--- config.mk ---
export PLATFORM = sky130hd
export DESIGN_NAME = priority_ready_queue_top_flat
export DESIGN_NICKNAME = d
export VERILOG_FILES = /design/src/rtl/core/prq_pkg.sv /design/src/rtl/core/prq_if.sv /design/src/rtl/core/prq_store.sv /design/src/rtl/core/prq_seq.sv /design/src/rtl/core/priority_ready_queue_top.sv /design/src/flat_wrapper.sv
export SDC_FILE = /design/constraint.sdc
export NUM_CORES = 1
export LEC_CHECK = 0
export ABC_CLOCK_PERIOD_IN_PS = 2400
export BUFFER_PORTS_ARGS = -buffer_cell sky130_fd_sc_hd__buf_2
export CAP_MARGIN = 20
export CELL_PAD_IN_SITES_DETAIL_PLACEMENT = 2
export CELL_PAD_IN_SITES_GLOBAL_PLACEMENT = 2
export CORE_ASPECT_RATIO = 0.7
export CORE_MARGIN = 2
export CORE_UTILIZATION = 39
export CTS_CLUSTER_SIZE = 25
export DETAILED_ROUTE_END_ITERATION = 10
export GPL_ROUTABILITY_DRIVEN = 1
export PLACE_DENSITY = 0.87
export SLEW_MARGIN = 30
export SYNTH_ARGS = -nofsm -noshare
export SYNTH_HDL_FRONTEND = slang
export SYNTH_SLANG_ARGS = --single-unit
--- constraint.sdc ---
create_clock -name clock -period 2.4 [get_ports clock]
set_input_delay 0.24 -clock clock [delete_from_list [all_inputs] [get_ports clock]]
set_output_delay 0.24 -clock clock [all_outputs]
set_load 0.01 [all_outputs]
--- src/rtl/core/prq_pkg.sv ---
// Package for the priority ready queue: sizes, request codes and the
// structs shared by the sequencer, the slot store and the top level.
// Depends on nothing.
package prq_pkg;

   localparam int QUEUE_DEPTH = 8;
   localparam int IDX_W       = $clog2(QUEUE_DEPTH);
   localparam int CNT_W       = $clog2(QUEUE_DEPTH + 1);
   localparam int TASK_W      = 8;
   localparam int PRIO_W      = 8;
   localparam int COUNT_OUT_W = 4;

   localparam logic REQ_PUSH = 1'b0;
   localparam logic REQ_POP  = 1'b1;

   typedef struct packed {
      logic [TASK_W-1:0] task_id;
      logic [PRIO_W-1:0] task_priority;
   } slot_type;

   typedef struct packed {
      logic        req_type;
      slot_type    slot;
   } request_type;

   typedef struct packed {
      logic        wr_en;
      logic [IDX_W-1:0] wr_addr;
      slot_type    wr_data;
      logic        rd_en;
      logic [IDX_W-1:0] rd_addr;
   } store_ctl_type;

   typedef struct packed {
      logic                   head_valid;
      logic [TASK_W-1:0]      head_task;
      logic [PRIO_W-1:0]      head_priority;
      logic [COUNT_OUT_W-1:0] entry_count;
      logic                   push_dropped;
   } result_type;

endpackage

--- src/rtl/core/prq_if.sv ---
// Handshake channels of the priority ready queue: request and response.
// Depends on prq_pkg for field widths.
interface prq_req_if;
   logic                        valid;
   logic                        ready;
   logic                        req_type;
   logic [prq_pkg::TASK_W-1:0]  task_id;
   logic [prq_pkg::PRIO_W-1:0]  task_priority;

   modport source (output valid, output req_type, output task_id,
                   output task_priority, input ready);
   modport sink   (input valid, input req_type, input task_id,
                   input task_priority, output ready);
endinterface

interface prq_rsp_if;
   logic                             valid;
   logic                             ready;
   logic                             head_valid;
   logic [prq_pkg::TASK_W-1:0]       head_task;
   logic [prq_pkg::PRIO_W-1:0]       head_priority;
   logic [prq_pkg::COUNT_OUT_W-1:0]  entry_count;
   logic                             push_dropped;

   modport source (output valid, output head_valid, output head_task,
                   output head_priority, output entry_count,
                   output push_dropped, input ready);
   modport sink   (input valid, input head_valid, input head_task,
                   input head_priority, input entry_count,
                   input push_dropped, output ready);
endinterface

--- src/rtl/core/prq_store.sv ---
// Slot store of the priority ready queue: one write and one registered read
// per cycle. Depends on prq_pkg.
module prq_store (
   input  logic                    clock,
   input  prq_pkg::store_ctl_type  ctl,
   output prq_pkg::slot_type       rd_data
);

   prq_pkg::slot_type mem_ff [prq_pkg::QUEUE_DEPTH];
   prq_pkg::slot_type rd_data_ff;

   always_ff @(posedge clock) begin
      if (ctl.wr_en) begin
         mem_ff[ctl.wr_addr] <= ctl.wr_data;
      end
      if (ctl.rd_en) begin
         rd_data_ff <= mem_ff[ctl.rd_addr];
      end
   end

   assign rd_data = rd_data_ff;

endmodule

--- src/rtl/core/prq_seq.sv ---
// Sequencer of the priority ready queue: walks the slot store one entry at a
// time with a single priority comparator. Depends on prq_pkg and prq_store.
module prq_seq (
   input  logic                   clock,
   input  logic                   reset,
   input  logic                   req_valid,
   output logic                   req_ready,
   input  prq_pkg::request_type   req_word,
   output logic                   done,
   input  logic                   done_ack,
   output prq_pkg::result_type    result
);

   localparam logic [3:0] ST_IDLE  = 4'd0;
   localparam logic [3:0] ST_PREAD = 4'd1;
   localparam logic [3:0] ST_PCMP  = 4'd2;
   localparam logic [3:0] ST_PINS  = 4'd3;
   localparam logic [3:0] ST_POPR  = 4'd4;
   localparam logic [3:0] ST_POPW  = 4'd5;
   localparam logic [3:0] ST_HEAD  = 4'd6;
   localparam logic [3:0] ST_HWAIT = 4'd7;
   localparam logic [3:0] ST_DONE  = 4'd8;

   logic [3:0]                  state_ff, state_in;
   logic [prq_pkg::CNT_W-1:0]   count_ff, count_in;
   logic [prq_pkg::IDX_W-1:0]   idx_ff, idx_in;
   prq_pkg::slot_type           new_ff, new_in;
   logic                        dropped_ff, dropped_in;
   prq_pkg::result_type         result_ff, result_in;
   prq_pkg::store_ctl_type      ctl;
   prq_pkg::slot_type           rd_data;
   logic                        moves_down;
   logic [prq_pkg::CNT_W-1:0]   idx_next_wide;

   prq_store u_store (
      .clock   (clock),
      .ctl     (ctl),
      .rd_data (rd_data)
   );

   // The shared comparator: a stored entry of equal or lower priority
   // gives way to the new one.
   assign moves_down    = rd_data.task_priority <= new_ff.task_priority;
   assign idx_next_wide = prq_pkg::CNT_W'(idx_ff) + prq_pkg::CNT_W'(1);

   always_comb begin
      state_in   = state_ff;
      count_in   = count_ff;
      idx_in     = idx_ff;
      new_in     = new_ff;
      dropped_in = dropped_ff;
      result_in  = result_ff;
      ctl        = '0;
      ctl.wr_data = new_ff;
      case (state_ff)
         ST_IDLE: begin
            if (req_valid) begin
               new_in     = req_word.slot;
               dropped_in = 1'b0;
               if (req_word.req_type == prq_pkg::REQ_PUSH) begin
                  if (count_ff == prq_pkg::CNT_W'(prq_pkg::QUEUE_DEPTH)) begin
                     dropped_in = 1'b1;
                     state_in   = ST_HEAD;
                  end else begin
                     idx_in   = prq_pkg::IDX_W'(count_ff);
                     state_in = (count_ff == '0) ? ST_PINS : ST_PREAD;
                  end
               end else begin
                  idx_in = prq_pkg::IDX_W'(1);
                  if (count_ff == '0) begin
                     state_in = ST_HEAD;
                  end else if (count_ff == prq_pkg::CNT_W'(1)) begin
                     count_in = '0;
                     state_in = ST_HEAD;
                  end else begin
                     state_in = ST_POPR;
                  end
               end
            end
         end
         ST_PREAD: begin
            ctl.rd_en   = 1'b1;
            ctl.rd_addr = idx_ff - prq_pkg::IDX_W'(1);
            state_in    = ST_PCMP;
         end
         ST_PCMP: begin
            ctl.wr_en   = 1'b1;
            ctl.wr_addr = idx_ff;
            if (moves_down) begin
               ctl.wr_data = rd_data;
               idx_in      = idx_ff - prq_pkg::IDX_W'(1);
               state_in    = (idx_ff == prq_pkg::IDX_W'(1)) ? ST_PINS : ST_PREAD;
            end else begin
               count_in = count_ff + prq_pkg::CNT_W'(1);
               state_in = ST_HEAD;
            end
         end
         ST_PINS: begin
            ctl.wr_en   = 1'b1;
            ctl.wr_addr = idx_ff;
            count_in    = count_ff + prq_pkg::CNT_W'(1);
            state_in    = ST_HEAD;
         end
         ST_POPR: begin
            ctl.rd_en   = 1'b1;
            ctl.rd_addr = idx_ff;
            state_in    = ST_POPW;
         end
         ST_POPW: begin
            ctl.wr_en   = 1'b1;
            ctl.wr_addr = idx_ff - prq_pkg::IDX_W'(1);
            ctl.wr_data = rd_data;
            if (idx_next_wide == count_ff) begin
               count_in = count_ff - prq_pkg::CNT_W'(1);
               state_in = ST_HEAD;
            end else begin
               idx_in   = idx_ff + prq_pkg::IDX_W'(1);
               state_in = ST_POPR;
            end
         end
         ST_HEAD: begin
            ctl.rd_en   = 1'b1;
            ctl.rd_addr = '0;
            state_in    = ST_HWAIT;
         end
         ST_HWAIT: begin
            result_in.head_valid    = count_ff != '0;
            result_in.head_task     = (count_ff != '0) ? rd_data.task_id : '0;
            result_in.head_priority = (count_ff != '0) ? rd_data.task_priority : '0;
            result_in.entry_count   = prq_pkg::COUNT_OUT_W'(count_ff);
            result_in.push_dropped  = dropped_ff;
            state_in                = ST_DONE;
         end
         ST_DONE: begin
            if (done_ack) begin
               state_in = ST_IDLE;
            end
         end
         default: begin
            state_in = ST_IDLE;
         end
      endcase
   end

   always_ff @(posedge clock) begin
      if (reset) begin
         state_ff <= ST_IDLE;
         count_ff <= '0;
      end else begin
         state_ff <= state_in;
         count_ff <= count_in;
      end
      idx_ff     <= idx_in;
      new_ff     <= new_in;
      dropped_ff <= dropped_in;
      result_ff  <= result_in;
   end

   assign req_ready = state_ff == ST_IDLE;
   assign done      = state_ff == ST_DONE;
   assign result    = result_ff;

endmodule

--- src/rtl/core/priority_ready_queue_top.sv ---
// Priority ready queue: a queue of task numbers kept sorted by priority.
// A request word on req_port either pushes a task (req_type 0) or pops the
// head (req_type 1). Each request yields exactly one response word on
// rsp_port carrying the head task and priority after the operation, the
// entry count and a flag set when a push met a full queue and was dropped.
// Among equal priorities the most recently pushed task is served first.
// The slots sit in a small memory walked by a sequencer with one priority
// comparator, which reads and then writes one entry at a time. A push moves
// entries of equal or lower priority down one slot from the tail and writes
// the new task into the gap; a pop moves every remaining entry up one slot.
// Both then read the head for the response. The block takes one request at
// a time and is not ready while a request is being worked on.
// Reset empties the queue; slot contents are not cleared, since no entry
// at or above the count reaches a response. The response sits in an output
// register, so the sequencer may finish and accept the next request while
// a response still waits; if the receiver stalls for longer, the next
// response is held inside until the register is free.
module priority_ready_queue_top (
   input  logic        clock,
   input  logic        reset,
   prq_req_if.sink     req_port,
   prq_rsp_if.source   rsp_port
);

   prq_pkg::request_type req_word;
   prq_pkg::result_type  result;
   prq_pkg::result_type  rsp_word_ff, rsp_word_in;
   logic                 rsp_valid_ff, rsp_valid_in;
   logic                 done;
   logic                 done_ack;

   assign req_word.req_type           = req_port.req_type;
   assign req_word.slot.task_id       = req_port.task_id;
   assign req_word.slot.task_priority = req_port.task_priority;

   prq_seq u_seq (
      .clock     (clock),
      .reset     (reset),
      .req_valid (req_port.valid),
      .req_ready (req_port.ready),
      .req_word  (req_word),
      .done      (done),
      .done_ack  (done_ack),
      .result    (result)
   );

   // The output register is free when empty or being emptied this cycle.
   assign done_ack = done && (!rsp_valid_ff || rsp_port.ready);

   always_comb begin
      rsp_valid_in = rsp_valid_ff;
      rsp_word_in  = rsp_word_ff;
      if (rsp_valid_ff && rsp_port.ready) begin
         rsp_valid_in = 1'b0;
      end
      if (done_ack) begin
         rsp_valid_in = 1'b1;
         rsp_word_in  = result;
      end
   end

   always_ff @(posedge clock) begin
      if (reset) begin
         rsp_valid_ff <= 1'b0;
      end else begin
         rsp_valid_ff <= rsp_valid_in;
      end
      rsp_word_ff <= rsp_word_in;
   end

   assign rsp_port.valid         = rsp_valid_ff;
   assign rsp_port.head_valid    = rsp_word_ff.head_valid;
   assign rsp_port.head_task     = rsp_word_ff.head_task;
   assign rsp_port.head_priority = rsp_word_ff.head_priority;
   assign rsp_port.entry_count   = rsp_word_ff.entry_count;
   assign rsp_port.push_dropped  = rsp_word_ff.push_dropped;

endmodule

--- src/flat_wrapper.sv ---
// flat-port wrapper written by rule: the top's interface ports become plain ports
module priority_ready_queue_top_flat 
  (clock, reset, req_port_valid, req_port_req_type, req_port_task_id, req_port_task_priority, req_port_ready, rsp_port_valid, rsp_port_head_valid, rsp_port_head_task, rsp_port_head_priority, rsp_port_entry_count, rsp_port_push_dropped, rsp_port_ready);
  prq_req_if req_port_i ();
  prq_rsp_if rsp_port_i ();
  input  logic clock;
  input  logic reset;
  input wire logic [$bits(req_port_i.valid)-1:0] req_port_valid;
  input wire logic [$bits(req_port_i.req_type)-1:0] req_port_req_type;
  input wire logic [$bits(req_port_i.task_id)-1:0] req_port_task_id;
  input wire logic [$bits(req_port_i.task_priority)-1:0] req_port_task_priority;
  output wire logic [$bits(req_port_i.ready)-1:0] req_port_ready;
  output wire logic [$bits(rsp_port_i.valid)-1:0] rsp_port_valid;
  output wire logic [$bits(rsp_port_i.head_valid)-1:0] rsp_port_head_valid;
  output wire logic [$bits(rsp_port_i.head_task)-1:0] rsp_port_head_task;
  output wire logic [$bits(rsp_port_i.head_priority)-1:0] rsp_port_head_priority;
  output wire logic [$bits(rsp_port_i.entry_count)-1:0] rsp_port_entry_count;
  output wire logic [$bits(rsp_port_i.push_dropped)-1:0] rsp_port_push_dropped;
  input wire logic [$bits(rsp_port_i.ready)-1:0] rsp_port_ready;
  assign req_port_i.valid = req_port_valid;
  assign req_port_i.req_type = req_port_req_type;
  assign req_port_i.task_id = req_port_task_id;
  assign req_port_i.task_priority = req_port_task_priority;
  assign req_port_ready = req_port_i.ready;
  assign rsp_port_valid = rsp_port_i.valid;
  assign rsp_port_head_valid = rsp_port_i.head_valid;
  assign rsp_port_head_task = rsp_port_i.head_task;
  assign rsp_port_head_priority = rsp_port_i.head_priority;
  assign rsp_port_entry_count = rsp_port_i.entry_count;
  assign rsp_port_push_dropped = rsp_port_i.push_dropped;
  assign rsp_port_i.ready = rsp_port_ready;
  priority_ready_queue_top u_core (.clock(clock), .reset(reset), .req_port(req_port_i), .rsp_port(rsp_port_i));
endmodule
# Word-level counts from Yosys, hierarchy flattened
# Memories as Yosys holds them, arrays and structs flattened. A register that Yosys moved wholly into a read port is not among the register bits.
# Cells that the tools add are included.
# Widths: inputs -> output; s select.
[word_totals] wordCells=94 out_inout_bits=24 n_memories=1 reg_bits=73 mem_bits_rw=128 latchBits=0 input_bits=21 rom_bits=0
[classes] addsub=5 n_shift=0 n_bitwise=0 n_div=0 magnitude_cmp=1 n_reduce_logical=15 muxes=33 mul=0 n_eq_ne=22
[memory_table] memory="u_core.u_seq.u_store.mem_ff" depth=8 word_bits=16 read_ports=1 rd_clocked_by_memory_dff=1 write_ports=1 line_no="prq_store.sv:9" text="prq_pkg::slot_type mem_ff [prq_pkg::QUEUE_DEPTH];"
[ops] op="$mux 4" n=9
[ops] op="$pmux 4 s9" n=1
[ops] op="$pmux 16 s2" n=1
[ops] op="$mux 3" n=7
[ops] op="$eq 4x3->1 const B" n=4
[ops] op="$mux 16" n=1
[ops] op="$ne 2x2->1 const B" n=8
[ops] op="$pmux 4 s4" n=1
[ops] op="$pmux 4 s3" n=1
[ops] op="$mux 2" n=5
[ops] op="$pmux 3 s3" n=1
[ops] op="$eq 4x1->1 const B" n=2
[ops] op="$eq 4x2->1 const B" n=2
[ops] op="$eq 4x4->1 const B" n=2
[ops] op="$le 8x8->1" n=1
[ops] op="$logic_not 4->1" n=2
[ops] op="$pmux 4 s2" n=1
[ops] op="$reduce_bool 4->1" n=2
[ops] op="$reduce_and 7->1" n=1
[ops] op="$mux 1" n=5
[ops] op="$reduce_and 5->1" n=1
[ops] op="$add 3x1->4 const B" n=1
[ops] op="$add 4x1->4 const B" n=1
[ops] op="$eq 4x4->1" n=1
[ops] op="13 further kinds" n=15

# Depth between registers and ports, before layout
# Gate-level depths: netlist of run 1.
[logic_depth] word_depth=6 mapped_depth=11 ltp_nobuf=8

# Modules after synthesis
# A second synthesis of run 1 with hierarchy kept.
[unflattened] hier_cells=497 hier_area_um2=9013.6
[by_module_without_submodules] mod="prq_store" area_per_inst_um2=5454.0 seq_area_each_um2=4324.1 instances=1 cells_each=214
[by_module_without_submodules] mod="prq_seq" area_per_inst_um2=2844.0 seq_area_each_um2=1421.4 instances=1 cells_each=256
[by_module_without_submodules] mod="priority_ready_queue_top" area_per_inst_um2=715.7 seq_area_each_um2=680.7 instances=1 cells_each=27

# Worst setup path after synthesis of run 1
# Ideal clock, no wire load.
[synth_path] path_type="reg-to-reg" startpoint="register u_core.u_seq.idx_ff[0] (netlist bit)" endpoint="memory u_core.u_seq.u_store.mem_ff[3][0] (netlist bit), enable pin" arrival_ps=2141 slack_ps=-129 path_stages_with_launch=9 n_path_buf=2 required_time_ps=2012 setup_time_ps=388 synth_period_minus_slack_ps=2529 path_cell_list="edfxtp_1 buf_2 inv_1 ha_1 clkbuf_1 nand2b_1 a21oi_1 a31oi_1 nor2_1"
[synth_via] elab_chain_len=2
[synth_lines] item="start: declaration" line_no="prq_seq.sv:26" text="logic [prq_pkg::IDX_W-1:0] idx_ff, idx_in;"
[synth_lines] item="start signal: assignment" line_no="prq_seq.sv:153" text="idx_ff <= idx_in;"
[synth_lines] item="$sub 3x1->3" line_no="prq_seq.sv:111" text="ctl.wr_addr = idx_ff - prq_pkg::IDX_W'(1);"
[synth_lines] item="$pmux 4 s2 *" line_no="prq_seq.sv:55" text="case (state_ff)"
[synth_lines] item="end: declaration" line_no="prq_store.sv:9"
# Every way passes the cells marked *; elsewhere a longest branch is shown, timed or not.

==> results_dict.tcl, run 1 <==
set metrics [dict create \
    cts_root_buf "clkbuf_16" \
    finalPower_uw 18300 \
    grt.busiest_layer "met2" \
    avgSynthCellArea_um2 13.5 \
    cts_buffers 23 \
    ys_seq_area_share_pct 71.2 \
    synthCells 669 \
    fmax_mhz 365 \
    drt-initial-drc-count 990 \
    synth_area_mm2 0.00902 \
    power_leakage_uw 0.00424 \
    coreArea_mm2 0.0227 \
    drt_pass1_iterations 5 \
    antenna_found_initial 2 \
    finalCriticalPeriod_ns 2.74 \
    io_buffers 44 \
    grtUsageTotal_pct 31.0 \
    crit_fanout 8 \
    fp-row-count 46 \
    switching_share_pct 41.5 \
    num_io_pins 45 \
    grt_overflow 0 \
    first_global_vias 7341 \
    hold_ws_ns 0.101 \
    path_class "register to register" \
    yosysUniqueCellTypes 54 \
    die_x_um 186 \
    sequentialPowerShare_pct 33.3 \
    tns_ns -63.31 \
    clock_insertion_delay_worst_skew_ns 0.54 \
    worst_slew_pin_slew_ns 0.624 \
    max-slew-margin-rel_pct 58.1 \
    p_switching_uw 7600 \
    internal_power_uw 10700 \
    finClkSkew_ns 0.0398 \
    grt_pass1_wl_um 53500 \
    grt.met3_usage_pct 7.68 \
    setup_viol 276 \
    ys_ff_latch 217 \
    setup_slack_ns -0.337 \
    die_h_um 131 \
    grt_max_degree 49 \
    synthFlopType "edfxtp_1" \
    wl_per_cell_um 38.8 \
    p_per_area_mw_per_mm2 1570 \
    cap_violations 0 \
    synth_nets 704 \
    vias 7145 \
    global_route.usage.met1_pct 37.3 \
    gp_congestion 0.830 \
    dpl.hpwl_um 19200 \
    rsz0062_at_grt "true" \
    tritoncts "done" \
    hold_viol 0 \
    avgViaCountPerCell 6.39 \
    clockBufferDepth 3 \
    p_comb_share_pct 45.1 \
    routed_wl_um 43300 \
    clock-sinks 217 \
    multi_input_area_mm2 0.00274 \
    clock_power_share_pct 21.6 \
    ir_drop_uv 559 \
    synthArstFlopShare_pct 0 \
    drc_errors 0 \
    finalMaxSlewViolations 0 \
    start_util_pct 39.8 \
    status "finished, violations left" \
    required_ns 2.64 \
    cts_max_level 1 \
    syn_to_final_growth_pct 29.3 \
    violations "setup timing" \
    dieArea_mm2 0.0244 \
    post-route-period-util_pct 114 \
    clkTransAtPathRegs_ns 0.07 \
    yosys_warnings 0 \
    seq_area_mm2 0.00643 \
    num-nets-final 822 \
    critPathLaunchType "register" \
    hold_class "input port to register" \
    cp-end-kind "register" \
    drive_gt1_share_pct 29.5 \
    met2_usage_pct 52.0 \
    synth_edf_count 208 \
    cp.arrival_ns 2.98 \
    nFillCells 2106 \
    final_antenna_net_count 0 \
]
-- per-layer routing --
metal / wire length [um] / share of wire (%) / up-vias
met4: 3220 / 7.4 / 0
met5: 0 / 0 / -
met1: 15900 / 37 / 3701
met2: 20500 / 47 / 534
li1: - / - / 2720
met3: 3740 / 8.6 / 190
-- worst max-delay path, cell delays in order (launching register included) --
cell and delay (ns):
edfxtp_1 0.50, ha_4 0.35, nand4_1 0.30, buf_4 0.27, a211oi_4 0.23, o21ai_4 0.10, nand2_4 0.16, clkbuf_16 0.18
mux2_4 0.36
-- power by group through the flow --
stage,Combinational [uW],Sequential (uW),Clock [uW]
after floorplan,3380,5710,0
after global placement,5000,5850,0
after detailed placement,5640,5970,0
after CTS,6430,5950,3790
after global routing,8410,6100,4090
final,8260,6100,3970
-- sequential cells by signal, indices dropped and copies added, names as in the netlist --
| name | flops |
|---|---|
| u_core.u_seq.state_ff | 4 |
| u_core.u_seq.count_ff | 4 |
| u_core.u_seq.u_store.mem_ff | 128 |
| u_core.rsp_port.head_valid | 1 |
| u_core.rsp_port.entry_count | 4 |
| u_core.u_seq.dropped_ff | 1 |
| u_core.u_seq.new_ff | 16 |
| u_core.rsp_port.head_priority | 8 |
| u_core.rsp_port.push_dropped | 1 |
| u_core.u_seq.idx_ff | 3 |
| u_core.u_seq.u_store.rd_data | 16 |
| u_core.rsp_port.head_task | 8 |
| u_core.rsp_port.valid | 1 |
| u_core.u_seq.result | 22 |
-- final timing paths --
check | from | slack [ns] | to | cells after the start
max | u_core.u_seq.u_store.rd_data[4]$_DFFE_PN_ | -0.34 | u_core.u_seq.u_store.mem_ff[5][5]$_DFFE_PP_ | 8
min | rsp_port_ready | 0.10 | u_core.rsp_port.valid$_SDFFE_PP0P_ | 3
max reg2reg | u_core.u_seq.u_store.rd_data[4]$_DFFE_PN_ | -0.34 | u_core.u_seq.u_store.mem_ff[5][5]$_DFFE_PP_ | 8
min reg2reg | u_core.u_seq.result[8]$_SDFFCE_PN0P_ | 0.43 | u_core.rsp_port.head_priority[3]$_DFFE_PP_ | 0
-- cell usage after synthesis (all sizes together) (2+ instances only) --
cell    instances  share of area, %
nand3          37               2.1
clkbuf         18              0.75
nor3b           2              0.17
xnor2           5              0.69
nor3            7              0.39
o21ai          13              0.72
nand2b          6              0.42
a21o            3              0.25
and2            4              0.28
a31o           16               1.6
nor4            2              0.14
nand3b          2              0.17
nand4           2              0.14
edfxtp        208                69
a311oi         19               1.8
or3             2              0.14
a221oi          3              0.29
ha             14               1.9
buf            20               1.3
o21a            2              0.17
and3           17               1.2
a211oi          3              0.31
nor2b          18               1.2
a21oi          21               1.3
nor2           23              0.96
and2b           2              0.17
nand2         140               5.8
mux2           16               2.0
a31oi           2              0.14
dfxtp           9               2.0
inv            17              0.71
-- cell type report --
cell class	instances	share of cell area (%)
diodes	2	0.0429
flip-flops and latches	217	55.2
clock inverters	15	1.58
repair buffers	131	10.7
well taps	312	3.35
multi-input cells	397	23.5
clock buffers	27	5.07
inverters	17	0.547
-- what timing repair did --
action | 4_1_cts | 5_1_grt
gates resized for setup | 45 | 47
cloned | 2 | 5
hold endpoints to repair | 20 | 0
endpoints found under the setup margin | 223 | 248
hold buffers | 17 | 0
buffers inserted | 6 | 12
pin swaps | 6 | 18
-- metrics by stage --
stage	setup slack [ns]	util [%]	area [um^2]	instances
after global routing	-0.310	51.4	11700	1116
final	-0.337	51.4	11700	1118
after detailed placement	-0.296	44.0	9980	1034
after CTS	-0.0495	49.5	11200	1101
after global placement	0.0469	44.0	9980	1034
after floorplan	-0.129	-	9030	669
-- cell families (layout without fill, tap and decap cells) --
family                     after synthesis  in the layout  synth area share (%)
buffers and inverters                   55            190                  2.72
xor gates and xnor gates                 6              6                 0.791
other                                    0              2                     0
adders and majority gates               14             14                  1.94
muxes                                   16             16                  2.00
and+or+nand+nor                        267            267                  13.6
DFF                                    217            217                  71.2
AOI/OAI and AO/OA                       94             94                  7.73
-- layout by cell type, fill, tap and decap left out, drive strengths merged, types with 17 or more instances in the layout --
cell type,n
a311oi,19
buf,107
nor2b,18
clkbuf,32
nand2,140
and3,17
dlygate4sd3,17
inv,18
nor2,23
edfxtp,208
a21oi,21
nand3,37
Power figures use the tool's default switching activity.
==> inputs of run 2 (changes only) <==
Settings changed: PLACE_DENSITY 0.87 to 0.79.
==> results_dict.tcl, run 2 (synthesis results as in run 1) <==
set metrics [dict create \
    post-route-period-util_pct 110 \
    cts_max_level 1 \
    finClkSkew_ns 0.0189 \
    wl_per_cell_um 32.9 \
    violations "setup timing" \
    cpLargestDelayFamily "compound AO/OA/AOI/OAI gates" \
    antenna_found_initial 0 \
    nFillCells 2165 \
    finalMaxSlewViolations 0 \
    num_io_pins 45 \
    hold_class "input port to register" \
    finalCriticalPeriod_ns 2.65 \
    routed_wl_um 36400 \
    cp_cell_sequence "inv_1 -> ha_4 -> nand4_1 -> a211oi_2 -> o21ai_2 -> nand2_2 -> buf_12 -> mux2_4" \
    worst_slew_pin_slew_ns 0.653 \
    clock-sinks 217 \
    tritoncts "done" \
    wl_met1_um 14300 \
    die_x_um 186 \
    dp_slack_ns -0.319 \
    cp-end-kind "register" \
    clock_insertion_delay_worst_skew_ns 0.52 \
    hold_ws_ns 0.202 \
    timing.rr.start "u_core.u_seq.new_ff[7]$_DFFE_PP_" \
    dieArea_mm2 0.0244 \
    grt_overflow 0 \
    fmax_mhz 377 \
    wl_met3_um 2860 \
    antennaDiodeCount 0 \
    coreArea_mm2 0.0227 \
    dr_wl_met2_um 17800 \
    clkTransAtPathRegs_ns 0.07 \
    drt_pass1_iterations 5 \
    rr_worst_depth 8 \
    grt_pass1_wl_um 50500 \
    start_util_pct 39.8 \
    top_layer_used "met4" \
    grt_max_degree 49 \
    drc_errors 0 \
    power_leakage_uw 0.00410 \
    cp.arrival_ns 2.88 \
    p_per_area_mw_per_mm2 1470 \
    setup_viol 135 \
    regMostFlops "u_core.u_seq.u_store.mem_ff" \
    worst_r2r_endpoint "u_core.u_seq.u_store.mem_ff[2][13]$_DFFE_PP_" \
    drt-initial-drc-count 812 \
    setup_slack_ns -0.249 \
    cap_violations 0 \
    cts_root_buf "clkbuf_16" \
    cp_slowest_stage_delay_ns 0.43 \
    critPathLaunchType "register" \
    hold_viol 0 \
    drive_gt1_share_pct 26.8 \
    die_h_um 131 \
    ir_drop_uv 659 \
    crit_fanout 8 \
    hold_path_end "u_core.u_seq.idx_ff[1]$_DFFE_PP_" \
    r2r_setup_slack_ns -0.25 \
    io_buffers 44 \
    avgViaCountPerCell 6.05 \
    clockBufferDepth 3 \
    path_buf_inv 2 \
    status "finished, violations left" \
    final_common_cell "edfxtp_1" \
    cts_buffers 22 \
    holdPathStages 2 \
    path_class "register to register" \
    grtUsageTotal_pct 28.8 \
    syn_to_final_growth_pct 25.0 \
    crit_slowest_cell "edfxtp_1" \
    tns_ns -28.16 \
    max-slew-margin-rel_pct 55.3 \
    vias 6693 \
    first_global_vias 7207 \
    gp_congestion 0.832 \
    rsz0062_at_grt "true" \
    min-delay-start "req_port_req_type" \
    final_cell_mix "edfxtp_1 (208), nand2_1 (139), buf_4 (47), buf_2 (44), nand3_1 (37)" \
    fp-row-count 46 \
    dpl.hpwl_um 18300 \
    num-nets-final 816 \
    required_ns 2.63 \
    largest_reg_flops 128 \
    final_antenna_net_count 0 \
]
## run 2: stage by stage
stage / power [uW] / cells / util (%) / cell area [um^2]
after floorplan: 9090 / 669 / - / 9030
after global placement: 10900 / 1028 / 43.9 / 9960
after detailed placement: 11500 / 1028 / 43.9 / 9960
after CTS: 15600 / 1095 / 48.9 / 11100
after global routing: 17000 / 1106 / 49.7 / 11300
final: 16600 / 1106 / 49.7 / 11300
## run 2: final cells by class
type                       count  area (um^2)  share of cell area, %
tap                          312          390                   3.46
clock buffer                  28          594                   5.27
inverter                      17         63.8                  0.566
clock inverter                 9         65.1                  0.577
multi-input combinational    397         2600                   23.1
sequential                   217         6430                   57.1
timing repair buffer         126         1130                   9.99
## run 2: power by group
group          internal (uW)  leakage [uW]  switching [uW]
clock network           1850      0.000317            1540
registers               5470       0.00198             517
logic                   2700       0.00181            4480
## run 2: metal layers
metal  vias up  GRT usage, %
met5         -             0
met4         0          11.1
met2       403          48.0
met3        96          6.13
met1      3500          36.6
li1       2694             -
## run 2: worst max path at each step
| stage | to | slack, ns | cells past startpoint | start |
|---|---|---|---|---|
| 2_1_floorplan | u_core.u_seq.u_store.mem_ff[3][0]$_DFFE_PP_ | -0.13 | 8 | u_core.u_seq.idx_ff[0]$_DFFE_PP_ |
| 3_3_place_gp | u_core.u_seq.u_store.mem_ff[1][10]$_DFFE_PP_ | 0.09 | 8 | u_core.u_seq.u_store.rd_data[1]$_DFFE_PN_ |
| 3_5_place_dp | u_core.u_seq.u_store.mem_ff[0][14]$_DFFE_PP_ | -0.32 | 8 | u_core.u_seq.u_store.rd_data[5]$_DFFE_PN_ |
| 4_1_cts | u_core.u_seq.u_store.mem_ff[3][15]$_DFFE_PP_ | -0.12 | 9 | u_core.u_seq.u_store.rd_data[1]$_DFFE_PN_ |
| 5_1_grt | u_core.u_seq.u_store.mem_ff[2][13]$_DFFE_PP_ | -0.27 | 8 | u_core.u_seq.new_ff[7]$_DFFE_PP_ |
| 6_report | u_core.u_seq.u_store.mem_ff[2][13]$_DFFE_PP_ | -0.25 | 8 | u_core.u_seq.new_ff[7]$_DFFE_PP_ |
## run 2: what timing repair did
| item | 4_1_cts | 5_1_grt |
|---|---|---|
| cloned | 2 | 2 |
| buffers inserted | 12 | 11 |
| endpoints found under the hold margin | 21 | 0 |
| pin swaps | 3 | 12 |
| hold buffers | 17 | 0 |
| endpoints found under the setup margin | 155 | 247 |
| resized for setup | 36 | 25 |
==> inputs of run 3 (changes only) <==
Settings changed: ABC_AREA set to 1, CTS_BUF_LIST set to sky130_fd_sc_hd__clkbuf_8, PLACE_DENSITY 0.79 to 0.82.
==> results_dict.tcl, run 3 <==
set metrics [dict create \
    crit_fanout 8 \
    yosys-mux-area-fraction_pct 0 \
    hold_viol 0 \
    regMostFlops "u_core.u_seq.u_store.mem_ff" \
    cts_root_buf "clkbuf_8" \
    p_per_area_mw_per_mm2 1400 \
    status "complete, no violations" \
    power_leakage_uw 0.00439 \
    yosys_warnings 0 \
    cts_max_level 2 \
    synth_top_cell_by_area "edfxtp_1" \
    avgSynthCellArea_um2 11.6 \
    drc_errors 0 \
    start_util_pct 39.4 \
    hold_class "input port to register" \
    drt_pass1_iterations 5 \
    path_class "register to register" \
    hold_path_end "u_core.u_seq.idx_ff[1]$_DFFE_PP_" \
    synth-simple-area-share_pct 14.7 \
    synth_top_cell_area_share_pct 67.3 \
    synthXorXnorAreaFrac_pct 0.0944 \
    synthCells 803 \
    die_x_um 188 \
    first_global_vias 7886 \
    yosysMostFrequentCell "edfxtp_1" \
    multi_input_area_mm2 0.00258 \
    finalCriticalPeriod_ns 2.32 \
    clock-sinks 217 \
    largest_reg_flops 128 \
    post-route-period-util_pct 96.8 \
    nFillCells 2363 \
    synthAdderAreaFrac_pct 1.89 \
    worst_r2r_endpoint "u_core.u_seq.u_store.mem_ff[6][6]$_DFFE_PP_" \
    drive_gt1_share_pct 21.3 \
    die_h_um 133 \
    ys_ff_latch 217 \
    tritoncts "done" \
    synth_edf_count 208 \
    wl_per_cell_um 27.2 \
    syn_to_final_growth_pct 21.4 \
    r2r_setup_slack_ns 0.08 \
    max-slew-margin-rel_pct 60.5 \
    dp.cells 1176 \
    synth_nets 838 \
    final_common_cell "edfxtp_1" \
    cp.arrival_ns 2.61 \
    fp-row-count 47 \
    setup_viol 0 \
    num_io_pins 45 \
    required_ns 2.68 \
    routed_wl_um 34300 \
    clkTransAtPathRegs_ns 0.07 \
    vias 6972 \
    worst_slew_pin_slew_ns 0.592 \
    io_buffers 44 \
    critPathLaunchType "register" \
    netlist_top_cells_area "edfxtp_1 (67%), nand2_1 (6.7%), nand3_1 (3.4%)" \
    finalMaxSlewViolations 0 \
    dieArea_mm2 0.0251 \
    grt.met3_usage_pct 4.99 \
    holdPathStages 2 \
    grt_max_degree 52 \
    ys_seq_area_share_pct 69.3 \
    synthFlopType "edfxtp_1" \
    met2_usage_pct 48.1 \
    num-nets-final 956 \
    drt-initial-drc-count 387 \
    synth_commonest_cells "edfxtp_1 (208), nand2_1 (166), inv_1 (69), nand3_1 (63), nor2_1 (50)" \
    synth_top_family_by_area "simple AND/OR/NAND/NOR gates" \
    seq_area_mm2 0.00643 \
    dpl.hpwl_um 21000 \
    finClkSkew_ns 0.0426 \
    clock_insertion_delay_worst_skew_ns 0.57 \
    cp-end-kind "register" \
    gp_congestion 0.798 \
    ir_drop_uv 541 \
    synthArstFlopShare_pct 0 \
    antenna_found_initial 1 \
    grt_overflow 0 \
    grt_pass1_wl_um 49900 \
    fmax_mhz 431 \
    min-delay-start "req_port_req_type" \
    layoutNonFillerInstCount 1264 \
    grtUsageTotal_pct 27.5 \
    final_antenna_net_count 0 \
    yosysUniqueCellTypes 35 \
    synth-compound-area-share_pct 8.83 \
    cap_violations 0 \
    cts_buffers 37 \
    synth_area_mm2 0.00928 \
    timing.rr.start "u_core.u_seq.u_store.rd_data[3]$_DFFE_PN_" \
    finalPower_uw 15700 \
    grt.busiest_layer "met2" \
    global_route.usage.met1_pct 32.8 \
    rr_worst_depth 15 \
    coreArea_mm2 0.0235 \
    avgViaCountPerCell 5.52 \
    clockBufferDepth 3 \
    final_cell_mix "edfxtp_1 (208), nand2_1 (152), inv_1 (75), nand3_1 (63), nor2_1 (46)" \
]
[run 3: metrics by stage]
stage / setup slack (ns) / utilization (%) / setup TNS, ns / instance area (um^2) / hold slack, ns
floorplan: -0.0141 / - / -0.713 / 9290 / 0.309
global placement: -0.0473 / 43.4 / -1.34 / 10200 / 0.401
detailed placement: -0.340 / 43.4 / -20.21 / 10200 / 0.411
CTS: -0.0341 / 47.1 / -0.529 / 11100 / 0.0673
global route: -0.0242 / 47.9 / -0.0532 / 11300 / 0.0959
finish: 0.0778 / 47.9 / 0 / 11300 / 0.102
[run 3: critical path: stages (launching register included)]
cell,delay (ns)
edfxtp_1,0.44
ha_4,0.31
nand2_1,0.08
inv_2,0.07
nand2_1,0.06
nand2_1,0.06
nand2_1,0.08
nand2_2,0.09
nand2_1,0.08
nand2_2,0.10
nand2_4,0.07
buf_6,0.14
buf_4,0.16
nand2_2,0.08
o21ai_2,0.07
buf_6,0.15
[run 3: metal layers]
metal,wire (um),part of all wire [%],vias up
li1,-,-,3040
met1,13900,40,3652
met2,17600,51,205
met3,1380,4.0,75
met4,1440,4.2,0
met5,0,0,-
[run 3: logic make-up after synthesis]
kind of cell    after synthesis
compound gates              146
xor+xnor                      1
fa+ha+maj                    14
buf+inv                     112
flops                       217
simple gates                313
[run 3: power by group]
group	switching, uW	leakage, uW	internal, uW
registers	419	0.00197	5510
logic	4660	0.00206	2070
clock network	1620	0.000358	1440
total	6700	0.00439	9020
[run 3: what timing repair did]
| item | CTS | global route |
|---|---|---|
| setup endpoints to repair | 187 | 266 |
| pin swaps | 1 | 2 |
| hold endpoints to repair | 20 | 0 |
| gates cloned | 0 | 1 |
| gates resized for setup | 22 | 42 |
| hold buffers | 17 | 0 |
| setup buffers | 1 | 5 |
[run 3: final cells by class]
cell class                      count  share of cell area (%)
Tap cell                          318                    3.53
Sequential cell                   217                    57.1
Inverter                           77                    2.61
Antenna cell                        1                  0.0222
Clock inverter                     26                    1.00
Timing Repair Buffer              114                    8.33
Multi-Input combinational cell    474                    22.9
Clock buffer                       37                    4.52
[run 3: worst max path at each step]
stage                                                    to  slack [ns]                                       from
6_report        u_core.u_seq.u_store.mem_ff[6][6]$_DFFE_PP_        0.08  u_core.u_seq.u_store.rd_data[3]$_DFFE_PN_
5_1_grt         u_core.u_seq.u_store.mem_ff[6][6]$_DFFE_PP_       -0.02  u_core.u_seq.u_store.rd_data[3]$_DFFE_PN_
4_1_cts         u_core.u_seq.u_store.mem_ff[5][7]$_DFFE_PP_       -0.03           u_core.u_seq.new_ff[2]$_DFFE_PP_
3_5_place_dp    u_core.u_seq.u_store.mem_ff[5][4]$_DFFE_PP_       -0.34           u_core.u_seq.new_ff[7]$_DFFE_PP_
3_3_place_gp   u_core.u_seq.u_store.mem_ff[6][13]$_DFFE_PP_       -0.05      u_core.u_seq.state_ff[3]$_SDFFE_PP0P_
2_1_floorplan   u_core.u_seq.u_store.mem_ff[2][0]$_DFFE_PP_       -0.01           u_core.u_seq.idx_ff[0]$_DFFE_PP_
